`src/hdl/irt_pkg.sv`:
```
// shared types, constants and helpers for the interrupt route table
package irt_pkg;

  localparam int OVERRIDE_SLOTS_DEF = 16;
  localparam int REDIR_ENTRIES_DEF  = 24;

  localparam int MASK_POS    = 16;
  localparam int LEVEL_POS   = 15;
  localparam int LOWACT_POS  = 13;
  localparam logic [1:0] FLAG_SET = 2'b11;

  localparam logic [2:0] STAT_OK       = 3'd0;
  localparam logic [2:0] STAT_DISABLED = 3'd1;
  localparam logic [2:0] STAT_BELOW    = 3'd2;
  localparam logic [2:0] STAT_BEYOND   = 3'd3;
  localparam logic [2:0] STAT_FULL     = 3'd4;

  localparam logic [1:0] REG_FIRST_GSI   = 2'd0;
  localparam logic [1:0] REG_REDIR_COUNT = 2'd1;
  localparam logic [1:0] REG_ENABLED     = 2'd2;

  typedef enum logic [1:0] {
    FN_ADD    = 2'd0,
    FN_ROUTE  = 2'd1,
    FN_MASK   = 2'd2,
    FN_UNMASK = 2'd3
  } func_t;

  typedef enum logic [2:0] {
    S_IDLE,
    S_DECODE,
    S_SCAN,
    S_CHECK,
    S_RD,
    S_WR
  } state_t;

  typedef struct packed {
    logic [1:0]  func;
    logic [7:0]  irq;
    logic [7:0]  vector;
    logic [7:0]  apic_id;
    logic [31:0] ovr_gsi;
    logic [3:0]  ovr_flags;
  } req_t;

  typedef struct packed {
    logic [2:0]  status;
    logic [4:0]  entry_index;
    logic [31:0] entry_low;
    logic [7:0]  entry_dest;
  } rsp_t;

  typedef struct packed {
    logic [31:0] first_gsi;
    logic [4:0]  redir_count;
    logic        enabled;
  } cfg_t;

  typedef struct packed {
    logic load;
    logic add;
    logic scan_inc;
    logic scan_hit;
    logic scan_miss;
    logic fail;
    logic sel;
    logic rd;
    logic wr;
  } cmd_t;

  typedef struct packed {
    logic [1:0] func;
    logic       match;
    logic       scan_end;
    logic       resolve_ok;
  } sts_t;

  typedef struct packed {
    logic       mask;
    logic       level;
    logic       lowact;
    logic [7:0] vector;
    logic [7:0] dest;
  } redir_t;

  function automatic logic [31:0] make_low(input redir_t e);
    logic [31:0] w;
    w             = '0;
    w[7:0]        = e.vector;
    w[LOWACT_POS] = e.lowact;
    w[LEVEL_POS]  = e.level;
    w[MASK_POS]   = e.mask;
    return w;
  endfunction

endpackage

```
`src/hdl/interrupt_route_table_top.sv`:
```
// top level of the interrupt route table
//
//   channel   signals                               direction
//   item      start, busy, req                      in, busy back
//   result    done, rsp                             out, one cycle strobe
//   config    psel penable pwrite paddr pwdata      in, prdata/pready out
//
// add override: the result strobe is registered from the decode state
// route, mask, unmask: decode, a walk over the override slots up to the first
// match or the fill count (at most 16), one compare per cycle, then the check
// a refused route, mask or unmask answers from the check state
// the redirection entry costs one registered read and one write
// rst is synchronous; the table reads as masked until first written
// results cannot be stalled; start is taken whenever busy is low
module interrupt_route_table_top #(
  parameter int OVERRIDE_SLOTS = irt_pkg::OVERRIDE_SLOTS_DEF,
  parameter int REDIR_ENTRIES  = irt_pkg::REDIR_ENTRIES_DEF
) (
  input  logic          clk,
  input  logic          rst,
  input  logic          start,
  output logic          busy,
  input  irt_pkg::req_t req,
  output logic          done,
  output irt_pkg::rsp_t rsp,
  input  logic          psel,
  input  logic          penable,
  input  logic          pwrite,
  input  logic [3:0]    paddr,
  input  logic [31:0]   pwdata,
  output logic [31:0]   prdata,
  output logic          pready
);

  irt_pkg::cfg_t cfg;
  irt_pkg::cmd_t cmd;
  irt_pkg::sts_t sts;

  irt_regs u_regs (
    .clk     (clk),
    .rst     (rst),
    .psel    (psel),
    .penable (penable),
    .pwrite  (pwrite),
    .paddr   (paddr),
    .pwdata  (pwdata),
    .prdata  (prdata),
    .pready  (pready),
    .cfg     (cfg)
  );

  irt_ctrl u_ctrl (
    .clk   (clk),
    .rst   (rst),
    .start (start),
    .busy  (busy),
    .sts   (sts),
    .cmd   (cmd)
  );

  irt_dp #(
    .OVERRIDE_SLOTS (OVERRIDE_SLOTS),
    .REDIR_ENTRIES  (REDIR_ENTRIES)
  ) u_dp (
    .clk  (clk),
    .rst  (rst),
    .req  (req),
    .cfg  (cfg),
    .cmd  (cmd),
    .sts  (sts),
    .rsp  (rsp),
    .done (done)
  );

endmodule

```
`src/hdl/irt_regs.sv`:
```
// configuration registers behind the apb port
module irt_regs (
  input  logic              clk,
  input  logic              rst,
  input  logic              psel,
  input  logic              penable,
  input  logic              pwrite,
  input  logic [3:0]        paddr,
  input  logic [31:0]       pwdata,
  output logic [31:0]       prdata,
  output logic              pready,
  output irt_pkg::cfg_t     cfg
);

  irt_pkg::cfg_t regs;
  logic          wr_en;

  assign pready = 1'b1;
  assign wr_en  = psel & penable & pwrite;
  assign cfg    = regs;

  always_ff @(posedge clk) begin
    if (rst) begin
      regs.first_gsi   <= '0;
      regs.redir_count <= 5'd24;
      regs.enabled     <= 1'b0;
    end else if (wr_en) begin
      case (paddr[3:2])
        irt_pkg::REG_FIRST_GSI:   regs.first_gsi   <= pwdata;
        irt_pkg::REG_REDIR_COUNT: regs.redir_count <= pwdata[4:0];
        irt_pkg::REG_ENABLED:     regs.enabled     <= pwdata[0];
        default: ;
      endcase
    end
  end

  always_comb begin
    case (paddr[3:2])
      irt_pkg::REG_FIRST_GSI:   prdata = regs.first_gsi;
      irt_pkg::REG_REDIR_COUNT: prdata = {27'b0, regs.redir_count};
      irt_pkg::REG_ENABLED:     prdata = {31'b0, regs.enabled};
      default:                  prdata = '0;
    endcase
  end

endmodule

```
`src/hdl/irt_ctrl.sv`:
```
// sequencing state machine for override add, lookup, check and read-modify-write
module irt_ctrl (
  input  logic          clk,
  input  logic          rst,
  input  logic          start,
  output logic          busy,
  input  irt_pkg::sts_t sts,
  output irt_pkg::cmd_t cmd
);

  irt_pkg::state_t state, state_next;

  always_ff @(posedge clk) begin
    if (rst) begin
      state <= irt_pkg::S_IDLE;
    end else begin
      state <= state_next;
    end
  end

  assign busy = (state != irt_pkg::S_IDLE);

  always_comb begin
    state_next = state;
    cmd        = '0;
    unique case (state)
      irt_pkg::S_IDLE: begin
        if (start) begin
          cmd.load   = 1'b1;
          state_next = irt_pkg::S_DECODE;
        end
      end
      irt_pkg::S_DECODE: begin
        if (sts.func == irt_pkg::FN_ADD) begin
          cmd.add    = 1'b1;
          state_next = irt_pkg::S_IDLE;
        end else begin
          state_next = irt_pkg::S_SCAN;
        end
      end
      irt_pkg::S_SCAN: begin
        priority if (sts.match) begin
          cmd.scan_hit = 1'b1;
          state_next   = irt_pkg::S_CHECK;
        end else if (sts.scan_end) begin
          cmd.scan_miss = 1'b1;
          state_next    = irt_pkg::S_CHECK;
        end else begin
          cmd.scan_inc = 1'b1;
        end
      end
      irt_pkg::S_CHECK: begin
        if (sts.resolve_ok) begin
          cmd.sel    = 1'b1;
          state_next = irt_pkg::S_RD;
        end else begin
          cmd.fail   = 1'b1;
          state_next = irt_pkg::S_IDLE;
        end
      end
      irt_pkg::S_RD: begin
        cmd.rd     = 1'b1;
        state_next = irt_pkg::S_WR;
      end
      irt_pkg::S_WR: begin
        cmd.wr     = 1'b1;
        state_next = irt_pkg::S_IDLE;
      end
      default: state_next = irt_pkg::S_IDLE;
    endcase
  end

  a_accept_busy: assert property (@(posedge clk) disable iff (rst)
    (start && !busy) |=> busy)
    else $error("item accepted but block not busy");

  a_one_result: assert property (@(posedge clk) disable iff (rst)
    $onehot0({cmd.add, cmd.fail, cmd.wr}))
    else $error("more than one result issued");

  a_wr_ends: assert property (@(posedge clk) disable iff (rst)
    cmd.wr |=> !busy)
    else $error("write-back did not end the item");

endmodule

```
`src/hdl/irt_dp.sv`:
```
// override table, redirection table and item datapath
module irt_dp #(
  parameter int OVERRIDE_SLOTS = irt_pkg::OVERRIDE_SLOTS_DEF,
  parameter int REDIR_ENTRIES  = irt_pkg::REDIR_ENTRIES_DEF
) (
  input  logic          clk,
  input  logic          rst,
  input  irt_pkg::req_t req,
  input  irt_pkg::cfg_t cfg,
  input  irt_pkg::cmd_t cmd,
  output irt_pkg::sts_t sts,
  output irt_pkg::rsp_t rsp,
  output logic          done
);

  localparam int CNT_W  = $clog2(OVERRIDE_SLOTS + 1);
  localparam int SLOT_W = (OVERRIDE_SLOTS > 1) ? $clog2(OVERRIDE_SLOTS) : 1;
  localparam int IDX_W  = (REDIR_ENTRIES > 1) ? $clog2(REDIR_ENTRIES) : 1;
  localparam logic [CNT_W-1:0] SLOTS_FULL = CNT_W'(OVERRIDE_SLOTS);

  logic [7:0]  ovr_src  [OVERRIDE_SLOTS];
  logic [31:0] ovr_tgt  [OVERRIDE_SLOTS];
  logic [3:0]  ovr_mode [OVERRIDE_SLOTS];
  logic [CNT_W-1:0] used;
  logic [CNT_W-1:0] cnt;

  irt_pkg::redir_t redir_mem [REDIR_ENTRIES];
  logic [REDIR_ENTRIES-1:0] redir_vld;

  irt_pkg::req_t   item;
  logic [31:0]     gsi;
  logic [3:0]      mode;
  logic            hit;
  logic [IDX_W-1:0] addr;
  logic [4:0]      eidx;
  irt_pkg::redir_t rd_ent;
  logic            rd_vld;

  logic [SLOT_W-1:0] slot;
  logic [SLOT_W-1:0] add_slot;
  logic              in_use;
  logic              full;
  logic [31:0]       lim;
  logic [31:0]       diff;
  logic [2:0]        code;
  irt_pkg::redir_t   cur;
  irt_pkg::redir_t   upd;

  assign slot     = cnt[SLOT_W-1:0];
  assign add_slot = used[SLOT_W-1:0];
  assign in_use   = (cnt < used);
  assign full     = (used >= SLOTS_FULL);

  assign sts.func       = item.func;
  assign sts.match      = in_use && (ovr_src[slot] == item.irq);
  assign sts.scan_end   = !in_use;
  assign sts.resolve_ok = (code == irt_pkg::STAT_OK);

  always_comb begin
    lim  = ({27'b0, cfg.redir_count} < 32'(REDIR_ENTRIES)) ?
           {27'b0, cfg.redir_count} : 32'(REDIR_ENTRIES);
    diff = gsi - cfg.first_gsi;
    priority if (!cfg.enabled) begin
      code = irt_pkg::STAT_DISABLED;
    end else if (gsi < cfg.first_gsi) begin
      code = irt_pkg::STAT_BELOW;
    end else if (diff >= lim) begin
      code = irt_pkg::STAT_BEYOND;
    end else begin
      code = irt_pkg::STAT_OK;
    end
  end

  always_comb begin
    if (rd_vld) begin
      cur = rd_ent;
    end else begin
      cur      = '0;
      cur.mask = 1'b1;
    end
    upd = cur;
    unique case (irt_pkg::func_t'(item.func))
      irt_pkg::FN_ROUTE: begin
        upd.mask   = 1'b0;
        upd.vector = item.vector;
        upd.dest   = item.apic_id;
        upd.lowact = hit && (mode[1:0] == irt_pkg::FLAG_SET);
        upd.level  = hit && (mode[3:2] == irt_pkg::FLAG_SET);
      end
      irt_pkg::FN_MASK:   upd.mask = 1'b1;
      irt_pkg::FN_UNMASK: upd.mask = 1'b0;
      irt_pkg::FN_ADD:    upd = cur;
    endcase
  end

  always_ff @(posedge clk) begin
    if (cmd.load) begin
      item <= req;
    end
    if (cmd.scan_hit) begin
      gsi  <= ovr_tgt[slot];
      mode <= ovr_mode[slot];
      hit  <= 1'b1;
    end
    if (cmd.scan_miss) begin
      gsi  <= {24'b0, item.irq};
      mode <= '0;
      hit  <= 1'b0;
    end
    if (cmd.sel) begin
      addr <= diff[IDX_W-1:0];
      eidx <= diff[4:0];
    end
    if (cmd.add && !full) begin
      ovr_src[add_slot]  <= item.irq;
      ovr_tgt[add_slot]  <= item.ovr_gsi;
      ovr_mode[add_slot] <= item.ovr_flags;
    end
    if (cmd.add) begin
      rsp <= '{status: (full ? irt_pkg::STAT_FULL : irt_pkg::STAT_OK),
               entry_index: '0, entry_low: '0, entry_dest: '0};
    end
    if (cmd.fail) begin
      rsp <= '{status: code, entry_index: '0, entry_low: '0, entry_dest: '0};
    end
    if (cmd.wr) begin
      rsp.status      <= irt_pkg::STAT_OK;
      rsp.entry_index <= eidx;
      rsp.entry_low   <= irt_pkg::make_low(upd);
      rsp.entry_dest  <= upd.dest;
    end
  end

  always_ff @(posedge clk) begin
    if (rst) begin
      used <= '0;
      cnt  <= '0;
      done <= 1'b0;
    end else begin
      done <= cmd.add | cmd.fail | cmd.wr;
      if (cmd.load) begin
        cnt <= '0;
      end else if (cmd.scan_inc) begin
        cnt <= cnt + 1'b1;
      end
      if (cmd.add && !full) begin
        used <= used + 1'b1;
      end
    end
  end

  always_ff @(posedge clk) begin
    if (cmd.rd) begin
      rd_ent <= redir_mem[addr];
    end
    if (cmd.wr) begin
      redir_mem[addr] <= upd;
    end
  end

  always_ff @(posedge clk) begin
    if (rst) begin
      redir_vld <= '0;
      rd_vld    <= 1'b0;
    end else begin
      if (cmd.rd) begin
        rd_vld <= redir_vld[addr];
      end
      if (cmd.wr) begin
        redir_vld[addr] <= 1'b1;
      end
    end
  end

  a_used_bound: assert property (@(posedge clk) disable iff (rst)
    used <= SLOTS_FULL)
    else $error("override count beyond slots");

  a_add_grows: assert property (@(posedge clk) disable iff (rst)
    (cmd.add && !full) |=> (used == $past(used) + 1'b1))
    else $error("override add did not advance count");

endmodule

```
`config.mk`:
```
export PLATFORM = sky130hd
export DESIGN_NAME = interrupt_route_table_top
export DESIGN_NICKNAME = d
export VERILOG_FILES = /design/src/hdl/irt_pkg.sv /design/src/hdl/interrupt_route_table_top.sv /design/src/hdl/irt_regs.sv /design/src/hdl/irt_ctrl.sv /design/src/hdl/irt_dp.sv
export SDC_FILE = /design/constraint.sdc
export NUM_CORES = 1
export LEC_CHECK = 0
export BUFFER_PORTS_ARGS = -buffer_cell sky130_fd_sc_hd__buf_4
export CAP_MARGIN = 15
export CORE_AREA = 5 5 405 407
export CTS_BUF_LIST = sky130_fd_sc_hd__clkbuf_4 sky130_fd_sc_hd__clkbuf_8
export DETAILED_ROUTE_END_ITERATION = 10
export DIE_AREA = 0 0 410 412
export PLACE_DENSITY = 0.52
export SETUP_SLACK_MARGIN = 0.3
export SLEW_MARGIN = 30
export SYNTH_ARGS = -nofsm -noshare
export SYNTH_HDL_FRONTEND = slang
export SYNTH_HIERARCHICAL = 1
export SYNTH_SLANG_ARGS = --single-unit
```
`constraint.sdc`:
```
create_clock -name clk -period 14 [get_ports clk]
set_input_delay 2.8 -clock clk [delete_from_list [all_inputs] [get_ports clk]]
set_output_delay 2.8 -clock clk [all_outputs]
set_load 0.01 [all_outputs]
```
==> results.toml, run 1 <==
[floorplanning]
die_area_um2 = 169000
core_um2 = 160000
pin_count = 187
die_w_um = 410
die_y_um = 412
num_rows = 147
start_util = 0.348

[sta]
hold_viol = 0
rsz0062_at_grt = "false"
period_share = 0.480
finClkSkew_ns = 0.0533
fin_crit_ns = 6.72
slew_headroom = 0.328
worst_pin_slew_ns = 1.01
fmax_ghz = 0.149
finalMaxSlewViolations = 0
tns_ns = 0
setup_viol = 0

[global_route]
grt_max_degree = 107
grt_antenna_before_repair = 8
busiest_layer = "met2"
grt_usage = 0.162
use_met3 = 0.0297
grt_pass1_wl_um = 200000
use_met2 = 0.269
grt_pass1_vias = 29100
grt_use_met1 = 0.216
grt-ovfl-total = 0

[clocking]
cts_made_buffers = 220
cts.clk_slew.worst_paths_ns = 0.06
clock-root-buffer = "clkbuf_8"
cts_sinks = 1391
cts_tree = "done"
cts_setup_buffers = 0
cts_hold_buffers = 0
clock_latency_ns = 0.93
cts_resized = 0
max-clock-path-buffers = 3
cts_htree_levels = 4

[yosys]
synth.mux.area_fraction = 0.157
ys_types = 83
synth.yosys.warnings = 6
synth_edf_count = 1278
yosysSeqAreaShare = 0.731
netlist.area_leader.share = 0.691
yosys_most_used_dff = "edfxtp_1"
syn_area_per_cell_um2 = 19.1
synth_compound_area_frac = 0.0259
netlist_area_um2 = 55600
synth-seq-cells = 1391
ys_top_cells_by_area = "edfxtp_1 69%, mux4_2 14%, dfxtp_1 4.1%"
synth_top_family_by_area = "multiplexers"
ys_async_sr_fraction = 0
syn-instance-count = 2909
yosys.area_share.adder = 0.0107
synth.largest_area_cell = "edfxtp_1"
synth-xor-area-share = 0.00441
synthSimpleGateAreaFrac = 0.0515

[cells_and_area]
area_growth_pct = 14.9
stdcell_area_um2 = 63900
nNetsFinal = 3366
instances_no_fill = 5490
drive_gt1_frac = 0.310
num-fill-cells = 14400

[power]
peakVddDrop_mv = 0.0999
p_leak_nw = 20.7
p_per_area_nw_per_um2 = 128

[worst_setup_path]
end_kind = "primary output"
endpoint = "prdata[9]"
critPathRequiredTime_ns = 11.20
crit_fanout = 28
r2r_slack_ns = 8.95
reg2regPathDepth = 8
slowest_delay_ns = 0.59
timing.rr.end = "u_dp/gsi[2]$_DFFE_PP_"
startpoint = "paddr[3]"
slowest_stage = "nor2_4"
cp-start-kind = "input pin"
path_class = "in -> out"
path_cells = "buf_4, nor2_4, and2_1, buf_4"
crit_top_cell = "buf_4"
worst_ep_arrival_time_ns = 3.92

[routing]
ant_nets = 0
post-route-drc-count = 0
wl_per_cell_um = 25.3
detail_route.iter0.violations = 2173
first_pass_iters = 5
viasPerCell = 5.10
num_vias = 28000
finalWirelength_um = 139000

[placement]
dp_cells = 5077
place_area_um2 = 59500
dp_hpwl_um = 78500
port_buffers = 162
place.gp.congestion = 0.836

[worst_hold_path]
hold_start = "u_dp/redir_vld[10]$_SDFFE_PP0P_"
hold_class = "reg -> reg"

[status]
status = "finished clean"

[run]
drv_cap = 0
[critical path: cells and delay by family]
kind	cells	cell delay, ns
and+or+nand+nor	2	0.82
buffers and inverters	2	0.26
[cell usage after synthesis, types with 4 or more instances]
| master | number |
|---|---|
| buf_4 | 24 |
| inv_1 | 53 |
| a22oi_1 | 39 |
| ha_1 | 46 |
| nor4_1 | 5 |
| nand2b_1 | 83 |
| or2_2 | 4 |
| mux4_2 | 340 |
| or3_1 | 5 |
| clkbuf_1 | 98 |
| nor3_1 | 25 |
| mux2_2 | 27 |
| o21bai_1 | 7 |
| o21a_1 | 7 |
| mux2i_1 | 76 |
| nor2_1 | 175 |
| a211oi_1 | 9 |
| and3_1 | 5 |
| o22ai_1 | 6 |
| a21oi_1 | 33 |
| edfxtp_1 | 1278 |
| and2_1 | 55 |
| a2111oi_0 | 5 |
| nand3_1 | 48 |
| nand4_1 | 23 |
| buf_2 | 30 |
| o211ai_1 | 10 |
| a21o_1 | 15 |
| a31oi_1 | 11 |
| buf_1 | 15 |
| nor2b_1 | 9 |
| xor2_1 | 7 |
| a21boi_0 | 4 |
| nand3b_1 | 5 |
| o21ai_0 | 30 |
| xnor2_1 | 21 |
| dfxtp_1 | 113 |
| nand2_1 | 98 |
| nor3b_1 | 6 |
[power breakdown]
| group | internal (mW) | leakage [nW] | total [mW] | switching [mW] |
|---|---|---|---|---|
| registers | 4.57 | 12.6 | 4.62 | 0.0477 |
| clock network | 1.80 | 2.31 | 3.37 | 1.57 |
| logic | 0.0761 | 5.81 | 0.205 | 0.129 |
[sequential cells by signal (all words and copies together) (netlist names), 19 cells and up, named ones only]
| register | count |
|---|---|
| u_dp/ovr_mode | 64 |
| u_dp/ovr_tgt | 512 |
| u_dp/ovr_src | 128 |
| u_dp/item | 60 |
| u_dp/rd_ent | 19 |
| u_dp/redir_vld | 24 |
| u_regs/cfg | 38 |
| u_dp/redir_mem | 456 |
| u_dp/rsp | 27 |
| u_dp/gsi | 32 |
[metrics by stage]
step,hold slack (ns),worst slack (ns),util,power (mW)
after floorplan,0.435,7.75,-,4.80
after global placement,0.445,7.31,0.372,4.91
after detailed placement,0.456,7.26,0.372,4.92
after CTS,0.469,7.25,0.399,8.31
after global routing,0.484,7.18,0.399,8.53
final,0.464,7.28,0.399,8.19
[cell families after synthesis]
logic type | after synthesis
flops | 1391
simple gates | 565
mux | 443
buf+inv | 227
compound gates | 206
fa+ha+maj | 47
xor+xnor | 28
other cells | 2
[placed cells by master, fill, tap and decap left out, types with 48 or more instances in the layout]
cell type  count
nor2_1       138
inv_1         52
nand3_1       48
clkbuf_8     229
mux2i_1       76
nand2b_1      83
dfxtp_1      108
clkbuf_4      95
buf_4        230
mux4_2       340
nand2_1       91
edfxtp_1    1278
and2_1        55
[layer usage]
| layer | vias to the layer above | routed length, um |
|---|---|---|
| met5 | - | 0 |
| met4 | 0 | 3870 |
| met3 | 218 | 7450 |
| met2 | 784 | 68500 |
| met1 | 14700 | 59200 |
| li1 | 12300 | - |
[area by class of cell]
class	instances	area (um^2)	area share
diodes	8	20.0	0.000314
clock buffers	324	3860	0.0605
multi-input cells	1311	14200	0.222
flip-flops and latches	1391	40700	0.637
inverters	54	203	0.00317
clock inverters	79	443	0.00694
repair buffers	237	1880	0.0295
well taps	2086	2610	0.0409
[worst min-delay path by stage]
stage / slack, ns / end / depth (start not counted)
floorplan: 0.43 / u_dp/redir_vld[10]$_SDFFE_PP0P_ / 2
global placement: 0.45 / u_dp/redir_vld[23]$_SDFFE_PP0P_ / 2
detailed placement: 0.46 / u_dp/redir_vld[23]$_SDFFE_PP0P_ / 2
CTS: 0.47 / u_dp/redir_vld[23]$_SDFFE_PP0P_ / 2
global route: 0.48 / u_dp/redir_vld[23]$_SDFFE_PP0P_ / 2
finish: 0.46 / u_dp/redir_vld[10]$_SDFFE_PP0P_ / 2
Power figures use the tool's default switching activity.
==> run 2, diff against run 1 <==
--- a/config.mk
+++ b/config.mk
@@ -11,7 +11,7 @@
 export CTS_BUF_LIST = sky130_fd_sc_hd__clkbuf_4 sky130_fd_sc_hd__clkbuf_8
 export DETAILED_ROUTE_END_ITERATION = 10
 export DIE_AREA = 0 0 410 412
-export PLACE_DENSITY = 0.52
+export PLACE_DENSITY = 0.54
 export SETUP_SLACK_MARGIN = 0.3
 export SLEW_MARGIN = 30
 export SYNTH_ARGS = -nofsm -noshare
==> constraint.sdc (replaced) <==
create_clock -name clk -period 5.8 [get_ports clk]
set_input_delay 1.16 -clock clk [delete_from_list [all_inputs] [get_ports clk]]
set_output_delay 1.16 -clock clk [all_outputs]
set_load 0.01 [all_outputs]
==> results.toml, run 2 (synthesis gave the netlist of run 1 again) <==
[status]
status = "finished clean"

[worst_setup_path]
crit_fanout = 20
crit_top_cell = "buf_4"
slowest_stage = "nor4_1"
r2r-start = "u_regs/cfg[11]$_SDFFE_PP0P_"
critPathRequiredTime_ns = 6.39
timing.rr.end = "u_dp/rsp[0]$_SDFFCE_PN0P_"
cp-start-kind = "register"
slowest_delay_ns = 0.63
r2r_slack_ns = 0.88
path_buf_inv = 5
cp_top_family = "compound AO/OA/AOI/OAI gates"
path_cells = "inv_1, ha_1, o211ai_1, a21oi_1, o31ai_1, a211oi_2, o21ba_2, a2111oi_2, xor2_1, nand3_1, nor4_1, buf_4, nor2_1, nor3_1, buf_4, inv_1, buf_4"
end_kind = "register"
reg2regPathDepth = 17
worst_ep_arrival_time_ns = 5.51
path_class = "reg -> reg"

[sta]
finClkSkew_ns = 0.0535
worst_hold_slack_ns = 0.419
period_share = 0.849
setup_slack_ns = 0.876
fin_crit_ns = 4.92
tns_ns = 0
fmax_ghz = 0.203
slew_headroom = 0.319
finalMaxSlewViolations = 0
rsz0062_at_grt = "false"
hold_viol = 0
worst_pin_slew_ns = 1.02
setup_viol = 0

[cells_and_area]
final_common_cell = "edfxtp_1"
final_cell_mix = "1278 x edfxtp_1, 340 x mux4_2, 242 x clkbuf_8, 218 x buf_4, 138 x nor2_1"
num-fill-cells = 14300
nNetsFinal = 3365
regArea_um2 = 40700
largest-register = "u_dp/ovr_tgt"
stdcell_area_um2 = 64200
final_core_util = 0.402
area_growth_pct = 15.6
largest_reg_flops = 512
instances_no_fill = 5487
multi_input_area_um2 = 14200
drive_gt1_frac = 0.305
biggestRegsByFlops = "u_dp/ovr_tgt (512), u_dp/redir_mem (456), u_dp/ovr_src (128)"

[floorplanning]
die_y_um = 412
die_w_um = 410
core_um2 = 160000
die_area_um2 = 169000
pin_count = 187
start_util = 0.348
num_rows = 147

[placement]
port_buffers = 162
dp_slack_ns = 0.793
place.gp.congestion = 0.809
place_area_um2 = 59700
dp_hpwl_um = 79200
dp_cells = 5076

[clocking]
cts_hold_buffers = 0
cts_sinks = 1391
max-clock-path-buffers = 3
cts_made_buffers = 220
cts.clk_slew.worst_paths_ns = 0.07
cts_setup_buffers = 0
cts_resized = 0
clock_latency_ns = 0.91
cts_tree = "done"
clock-root-buffer = "clkbuf_8"
cts_htree_levels = 4

[worst_hold_path]
hold_depth = 1
hold_class = "in -> reg"
hold_start = "req[26]"
holdPathEnd = "u_dp/item[26]$_DFFE_PP_"

[routing]
ant_nets = 0
wl_per_cell_um = 24.9
detail_route.iter0.violations = 2560
num_vias = 28100
viasPerCell = 5.12
first_pass_iters = 7
post-route-drc-count = 0
finalWirelength_um = 137000

[global_route]
grt_max_degree = 98
grt_pass1_vias = 29000
grt_pass1_wl_um = 199000
grt-ovfl-total = 0
grt_antenna_before_repair = 4
grt_usage = 0.160

[run]
drv_cap = 0

[power]
p_leak_nw = 20.8
peakVddDrop_mv = 0.236
p_per_area_nw_per_um2 = 312
p_total_mw = 20.0
==> run 2: cell types whose count changed in the layout (fill, tap and decap cells not counted), sizes merged <==
cell / delta
clkinvlp: -2
clkinv: +11
inv: +2
diode: -4
buf: -1
bufinv: +4
clkbuf: -13
==> run 2: worst max-delay path by stage <==
stage,startpoint,endpoint,slack (ns),depth (start not counted)
after floorplan,u_dp/sts[4]$_DFFE_PP_,u_dp/ovr_mode[3][0]$_DFFE_PP_,0.69,6
after global placement,u_regs/cfg[8]$_SDFFE_PP0P_,u_dp/rsp[23]$_SDFFCE_PN0P_,0.73,16
after detailed placement,u_regs/cfg[8]$_SDFFE_PP0P_,u_dp/rsp[10]$_SDFFCE_PN0P_,0.79,16
after CTS,u_regs/cfg[11]$_SDFFE_PP0P_,u_dp/rsp[21]$_SDFFCE_PN0P_,0.73,17
after global routing,u_regs/cfg[6]$_SDFFE_PP0P_,u_dp/rsp[21]$_SDFFCE_PN0P_,0.61,17
final,u_regs/cfg[11]$_SDFFE_PP0P_,u_dp/rsp[0]$_SDFFCE_PN0P_,0.88,17
==> run 2: metal layers <==
| metal | global-route usage | share of wire | vias to the layer above |
|---|---|---|---|
| met5 | 0 | 0.000095 | - |
| met4 | 0.0529 | 0.025 | 2 |
| met3 | 0.0279 | 0.053 | 198 |
| met2 | 0.257 | 0.48 | 803 |
| met1 | 0.222 | 0.44 | 14800 |
| li1 | - | - | 12300 |
==> run 2: worst register-to-register path: stages, from the launching register on <==
cell       delay, ns
dfxtp_1         0.36
inv_1           0.17
ha_1            0.44
o211ai_1        0.12
a21oi_1         0.11
o31ai_1         0.57
a211oi_2        0.22
o21ba_2         0.25
a2111oi_2       0.30
xor2_1          0.26
nand3_1         0.10
nor4_1          0.63
buf_4           0.23
nor2_1          0.06
nor3_1          0.17
buf_4           0.19
inv_1           0.14
buf_4           0.26
==> run 2: area by class of cell <==
class	instances	area share
flip-flops and latches	1391	0.633
multi-input cells	1311	0.222
clock buffers	311	0.0599
well taps	2086	0.0406
repair buffers	236	0.0317
clock inverters	94	0.00997
inverters	54	0.00315
diodes	4	0.000156
==> run 2: report_power, final <==
group | internal, mW | total, mW | switching [mW]
clock | 4.56 | 8.41 | 3.85
combinational | 0.182 | 0.493 | 0.310
sequential | 11.0 | 11.1 | 0.109
total | 15.8 | 20.0 | 4.27
==> run 3, diff against run 2 <==
--- a/config.mk
+++ b/config.mk
@@ -11,7 +11,7 @@
 export CTS_BUF_LIST = sky130_fd_sc_hd__clkbuf_4 sky130_fd_sc_hd__clkbuf_8
 export DETAILED_ROUTE_END_ITERATION = 10
 export DIE_AREA = 0 0 410 412
-export PLACE_DENSITY = 0.54
+export PLACE_DENSITY = 0.52
 export SETUP_SLACK_MARGIN = 0.3
 export SLEW_MARGIN = 30
 export SYNTH_ARGS = -nofsm -noshare
==> constraint.sdc (replaced) <==
create_clock -name clk -period 4.9 [get_ports clk]
set_input_delay 0.98 -clock clk [delete_from_list [all_inputs] [get_ports clk]]
set_output_delay 0.98 -clock clk [all_outputs]
set_load 0.01 [all_outputs]
==> results.toml, run 3 (synthesis gave the netlist of run 1 again) <==
[clocking]
cts.clk_slew.worst_paths_ns = 0.06
cts_htree_levels = 4
max-clock-path-buffers = 3
clock-root-buffer = "clkbuf_8"
cts_tree = "done"
clock_latency_ns = 0.93
cts_sinks = 1391
cts_made_buffers = 218

[cells_and_area]
instances_no_fill = 5492
largest-register = "u_dp/ovr_tgt"
area_growth_pct = 15.5
final_common_cell = "edfxtp_1"
final_cell_mix = "1278 x edfxtp_1, 340 x mux4_2, 237 x clkbuf_8, 232 x buf_4, 138 x nor2_1"
largest_reg_flops = 512
biggestRegsByFlops = "u_dp/ovr_tgt (512), u_dp/redir_mem (456), u_dp/ovr_src (128)"
nNetsFinal = 3383
num-fill-cells = 14300
final_core_util = 0.402
drive_gt1_frac = 0.313

[power]
p_clk_frac = 0.410
swShare = 0.213
p_per_area_nw_per_um2 = 365
p_leak_nw = 20.8
p_int_mw = 18.4
net-switching-power_mw = 4.99
p_seq_frac = 0.564
combPwrFrac = 0.026
peakVddDrop_mv = 0.276
p_total_mw = 23.4

[routing]
finalWirelength_um = 140000
wl_per_cell_um = 25.4
detail_route.iter0.violations = 2301
ant_nets = 0
first_pass_iters = 5
post-route-drc-count = 0
num_vias = 28100
viasPerCell = 5.12

[global_route]
grt_usage = 0.164
grt_pass1_wl_um = 203000
grt-ovfl-total = 0
grt_pass1_vias = 29300
grt_max_degree = 82
grt_antenna_before_repair = 10

[worst_setup_path]
worst_ep_arrival_time_ns = 5.01
end_kind = "register"
path_class = "reg -> reg"
critPathRequiredTime_ns = 5.54
crit_fanout = 20
cp-start-kind = "register"

[sta]
slew_headroom = 0.354
finClkSkew_ns = 0.0490
rsz0062_at_grt = "false"
hold_viol = 0
setup_slack_ns = 0.526
fin_crit_ns = 4.37
period_share = 0.893
worst_pin_slew_ns = 0.967
finalMaxSlewViolations = 0
tns_ns = 0
setup_viol = 0
fmax_ghz = 0.229

[worst_hold_path]
hold_class = "in -> reg"

[floorplanning]
die_area_um2 = 169000
pin_count = 187
num_rows = 147
die_w_um = 410
start_util = 0.348
core_um2 = 160000
die_y_um = 412

[placement]
place.gp.congestion = 0.816
dp_cells = 5098
dp_slack_ns = 0.296
port_buffers = 162
dp_hpwl_um = 81500

[run]
drv_cap = 0

[status]
status = "finished clean"
[run 3: changes by cell type in the layout (fill, tap and decap cells not counted), sizes merged]
cell / change
clkinv: -22
buf: +20
clkbuf: +10
bufinv: -5
clkinvlp: +2
diode: +1
inv: -1
[run 3: what timing repair did]
action                                  CTS  global route
hold buffers                              0             0
cloned                                    0             0
endpoints found under the hold margin     0             0
gates resized for setup                   1             5
endpoints found under the setup margin   25            26
pin swaps                                 0             1
setup buffers                             0             0
[run 3: worst paths after layout]
kind                                       start                             end  slack, ns  cells past startpoint
hold / removal                           req[15]         u_dp/item[15]$_DFFE_PP_       0.24                      1
setup reg to reg      u_regs/cfg[8]$_SDFFE_PP0P_      u_dp/rsp[15]$_SDFFCE_PN0P_       0.53                     16
setup / recovery      u_regs/cfg[8]$_SDFFE_PP0P_      u_dp/rsp[15]$_SDFFCE_PN0P_       0.53                     16
hold reg to reg   u_dp/redir_vld[6]$_SDFFE_PP0P_  u_dp/redir_vld[6]$_SDFFE_PP0P_       0.46                      2
[run 3: worst max-delay path, cell delays in order (launching register included)]
cell and delay [ns]:
dfxtp_1 0.36, inv_1 0.13, ha_1 0.38, o211ai_1 0.24, a21oi_1 0.09, o21ai_0 0.50
a31oi_1 0.28, a2111oi_0 0.46, and4b_1 0.26, nand4_1 0.16, nor4_4 0.36, buf_4 0.18
nor2_1 0.05, nor3_1 0.18, buf_4 0.20, inv_1 0.09, buf_12 0.16
[run 3: area by class of cell]
cell class | count | area (um^2) | share of cell area
antenna | 5 | 12.5 | 0.000195
clock buffer | 321 | 3890 | 0.0606
clock inverter | 68 | 375 | 0.00585
inverter | 54 | 203 | 0.00316
multi-input combinational | 1311 | 14200 | 0.222
sequential | 1391 | 40700 | 0.633
tap | 2086 | 2610 | 0.0407
timing repair buffer | 256 | 2210 | 0.0345
[run 3: metrics by stage]
step	area, um^2	hold slack [ns]
6_report	64200	0.237
2_1_floorplan	55700	0.435
3_5_place_dp	59900	0.455
4_1_cts	64100	0.0989
5_1_grt	64200	0.142
3_3_place_gp	59800	0.447
[run 3: power groups by stage]
| stage | Sequential, mW | Clock, mW | Combinational (mW) |
|---|---|---|---|
| 2_1_floorplan | 13.4 | 0 | 0.330 |
| 3_3_place_gp | 13.4 | 0 | 0.603 |
| 3_5_place_dp | 13.4 | 0 | 0.605 |
| 4_1_cts | 13.2 | 9.93 | 0.606 |
| 5_1_grt | 13.2 | 10.5 | 0.650 |
| 6_report | 13.2 | 9.60 | 0.600 |
[run 3: layer usage]
layer | up-vias | GRT usage | routed length (um)
met1 | 14800 | 0.224 | 60800
met4 | 2 | 0.0492 | 3310
met3 | 215 | 0.0280 | 6660
met5 | - | 0 | 11
li1 | 12300 | - | -
met2 | 726 | 0.271 | 68800
